--- config.mk ---
export PLATFORM = sky130hd
export DESIGN_NAME = gbn_front
export DESIGN_NICKNAME = d
export VERILOG_FILES = /design/src/rtl/gbn_pkg.sv /design/src/rtl/gbn_front.sv
export SDC_FILE = /design/constraint.sdc
export NUM_CORES = 1
export LEC_CHECK = 0
export ABC_AREA = 0
export BUFFER_PORTS_ARGS = -buffer_cell sky130_fd_sc_hd__buf_2
export CORE_UTILIZATION = 47
export DETAILED_ROUTE_END_ITERATION = 16
export GPL_ROUTABILITY_DRIVEN = 0
export PLACE_DENSITY_LB_ADDON = 0.15
export SYNTH_ARGS = -nofsm -noshare
export SYNTH_HDL_FRONTEND = slang
export SYNTH_SLANG_ARGS = --single-unit
--- constraint.sdc ---
create_clock -name clock -period 2.42 [get_ports clock]
set_input_delay 0.484 -clock clock [delete_from_list [all_inputs] [get_ports clock]]
set_output_delay 0.484 -clock clock [all_outputs]
set_load 0.02 [all_outputs]
--- src/rtl/gbn_pkg.sv ---
`default_nettype none
package gbn_pkg;
   localparam int MAX_KEPT_DEF = 64;
   localparam logic [7:0] THRESH_RESET = 8'd64;
   localparam int SLOT_W = 6;
   localparam int FIFO_DEPTH = 2;

   typedef struct packed {
      logic               first_of_set;
      logic signed [15:0] box_left;
      logic signed [15:0] box_top;
      logic [14:0]        box_wide;
      logic [14:0]        box_tall;
   } box_item_type;

   typedef struct packed {
      logic              keep;
      logic [SLOT_W-1:0] kept_slot;
      logic              list_full;
   } rsp_item_type;

   typedef enum logic [2:0] {
      ST_IDLE,
      ST_READ,
      ST_OVL,
      ST_MUL,
      ST_CMP,
      ST_DONE
   } back_state_type;
endpackage
`default_nettype wire

--- src/rtl/gbn_front.sv ---
`default_nettype none
module gbn_front (
   input  wire                  clock,
   input  wire                  reset,
   input  wire                  push,
   output logic                 full,
   input  wire gbn_pkg::box_item_type push_item,
   input  wire                  take,
   output logic                 avail,
   output gbn_pkg::box_item_type head_item
);
   localparam int AW = $clog2(gbn_pkg::FIFO_DEPTH);

   gbn_pkg::box_item_type q_ff [gbn_pkg::FIFO_DEPTH];
   logic [AW-1:0] wp_ff, rp_ff;
   logic [AW:0]   cnt_ff;
   logic          do_push, do_take;

   assign full      = (cnt_ff == (AW+1)'(gbn_pkg::FIFO_DEPTH));
   assign avail     = (cnt_ff != '0);
   assign head_item = q_ff[rp_ff];
   assign do_push   = push && !full;
   assign do_take   = take && avail;

   always_ff @(posedge clock) begin
      if (do_push) begin
         q_ff[wp_ff] <= push_item;
      end
      if (reset) begin
         wp_ff  <= '0;
         rp_ff  <= '0;
         cnt_ff <= '0;
      end else begin
         if (do_push) wp_ff <= wp_ff + 1'b1;
         if (do_take) rp_ff <= rp_ff + 1'b1;
         cnt_ff <= cnt_ff + (AW+1)'(do_push) - (AW+1)'(do_take);
      end
   end

   a_cnt_range: assert property (@(posedge clock) disable iff (reset)
      cnt_ff <= (AW+1)'(gbn_pkg::FIFO_DEPTH)) else $error("queue count overflow");
   a_push_grow: assert property (@(posedge clock) disable iff (reset)
      do_push && !do_take |=> cnt_ff == $past(cnt_ff) + 1'b1) else $error("push lost");
   a_take_shrink: assert property (@(posedge clock) disable iff (reset)
      do_take && !do_push |=> cnt_ff == $past(cnt_ff) - 1'b1) else $error("take lost");
endmodule
`default_nettype wire

==> out/qor.txt <==
status - finished, final reports clean
Ys Warns - 0
final instance area - 6260 sq um
kind of cell with the highest combined delay on the critical path - buffers and inverters
largest family of logic cells by synthesized area - multiplexers
Async SR Flop Fraction - 0
Final #Nets - 440
Die X - 103 um
vias in the first global route - 2,437
CTS Buf Count - 17
Final Hold Viols - 0
buffer depth of the longest clock path - 2
mapped cell area - 4780 sq um
sequential area share after synthesis - 0.813
DP Area - 5630 sq um
length in cells of the worst reg-to-reg path - 5
IR drop worst, VDD - 0.743 mV
Max Cap Viol - 0
gr usage total - 0.158
Worst Clk Skew - 0.00497 ns
clk_lat worst skew - 0.50 ns
Num Clock Sinks - 131
dominant cells by area after synthesis - edfxtp_1 (79%), mux2_2 (15%), dfxtp_1 (2.1%)
Slew Viols, Final - 0
Mapped Nets - 292
Synth Area in Compound Gates - 0.00366
post-synthesis mux area share - 0.148
core area - 9820 sq um
post-synthesis adder-cell area fraction - 0.00524
slew margin rel. - 0.629
first-pass GRT wire length - 11,800 um
Hold Path Class - primary input to flip-flop
stages on the worst setup path - 3
area leader, netlist - edfxtp_1
Post-Syn Area per Cell - 21.4 sq um
row cnt - 36
setup TNS - 0 ns
hold-critical path depth - 1
post-synthesis cell count - 223
PD cells - 1210 nW/um^2
count leader, synth - edfxtp_1
Setup-failing EPs final - 0
Routed WL - 7950 um
synth cell count leaders - edfxtp_1 (126), mux2_2 (63), buf_4 (6), dfxtp_1 (5)
Iteration-0 DRC Markers - 57
clock-pin slew on the worst setup and hold paths - 0.06 ns
ANT nets after route - 0
hpwl dp - 4760 um
Post-Synth XOR/XNOR Area - 0.00366
final critical-path share of the clock period - 0.936
post_cts resized - 0
WP data required - 1.94 ns
Yosys cell types - 22
Crit Path Max Fanout - 63
via count - 2,468
share of layout cells above drive strength 1 - 0.609
simple-gate portion of the synthesized area - 0.0128
Worst path slowest cell - mux2_2
Seq cells post-synth - 131
grt ovf - 0
initial core utilization - 0.487
Ports - 132
post-synth top area share - 0.792
CTS tree - done
DIE AREA - 10,600 sq um
vias per std cell - 4.77
Worst Setup End Kind - output port
worst-path cell chain - buf_12 -> mux2_2 -> buf_2
Buf+Inv Stages, Crit Path - 2
hold buffer count at CTS - 0
CP max stage delay - 0.41 ns
largest net degree at the start of global routing - 64
# DRC - 0
leak pwr - 2.38 nW
Least-Margin Pin Slew - 0.556 ns
PortBufs - 131
Max Freq - 0.441 GHz
Synth-to-Final Area Change - 31.0%
die height - 103 um
drt first pass iters - 4
Routed wire per std cell - 15.4 um
postcts setup bufs - 0
Setup CP Type - flip-flop to output port
CP Data Arrival Time - 1.78 ns
# diodes - 0
fin crit period - 2.27 ns
Post-synth top flop - edfxtp_1
CTS root buffer - clkbuf_8
unrepaired setup endpoints after global routing - false
H-tree Lvls - 4
critical path startpoint category - flip-flop
EDFF count, synth - 126
antenna violations before repair - 1
## final timing paths
path	startpoint	endpoint	slack (ns)
setup / recovery	flip-flop	head_item[20]	0.15
hold / removal	push_item[5]	q_ff[1][5]	0.16
hold reg to reg	wp_ff	wp_ff	0.50
setup reg to reg	cnt_ff[0]	q_ff[0][41]	0.62
## worst register-to-register path, cell delays in order, from the launching register on
cell,delay (ns)
dfxtp_1,0.36
nand2b_2,0.17
inv_2,0.05
or3_1,0.37
clkinvlp_4,0.30
buf_12,0.24
## flip-flops by register name (all words and copies together) (netlist names), named ones only
| signal | cells |
|---|---|
| q_ff | 126 |
| rp_ff | 1 |
| cnt_ff | 2 |
| wp_ff | 1 |
## per-stage QoR
step / utilization / setup slack, ns / power (mW) / hold WS (ns) / std cells
after detailed placement: 0.574 / 0.513 / 5.00 / 0.497 / 485
after CTS: 0.638 / 0.154 / 7.69 / 0.139 / 517
after global routing: 0.638 / 0.0764 / 7.94 / 0.128 / 517
after floorplan: - / 0.345 / 4.38 / 0.451 / 223
after global placement: 0.574 / 0.549 / 4.98 / 0.477 / 485
final: 0.638 / 0.155 / 7.61 / 0.162 / 517
## report_power, final
part	leakage (nW)	switching (mW)	internal (mW)
combinational	0.862	1.17	0.800
clock	0.300	0.891	1.78
sequential	1.22	0.0832	2.89
total	2.38	2.14	5.47
## placed cells by master (no fill, tap or decap), types with 2 or more instances in the layout
cell and instances:
buf_12 3, buf_2 131, buf_4 2, bufinv_16 5, clkbuf_1 2, clkbuf_16 16, clkinv_4 4, clkinvlp_4 3
dfxtp_1 4, edfxtp_1 126, ha_1 2, inv_1 2, mux2_2 63, nor2_1 3
## cell type report
class,instances,area [sq um]
flip-flops and latches,131,3880
repair buffers,136,731
multi-input cells,81,831
well taps,133,166
clock buffers,19,422
fillers,745,3560
inverters,4,18.8
clock inverters,13,209
## per-layer routing
metal  vias to the layer above  track usage  share of wire
li1                       1175            -              -
met5                         -            0         0.0016
met3                         9       0.0800          0.077
met4                         2       0.0715          0.011
met2                        86        0.240           0.48
met1                      1196        0.191           0.43
## cells by family (layout without fill, tap and decap cells)
kind of cell | count (synthesis) | count (layout)
flops | 131 | 131
mux | 63 | 63
simple gates | 11 | 11
buf+inv | 11 | 172
compound gates | 3 | 3
fa+ha+maj | 2 | 2
xor+xnor | 2 | 2
(Power assumes the default switching activity.)
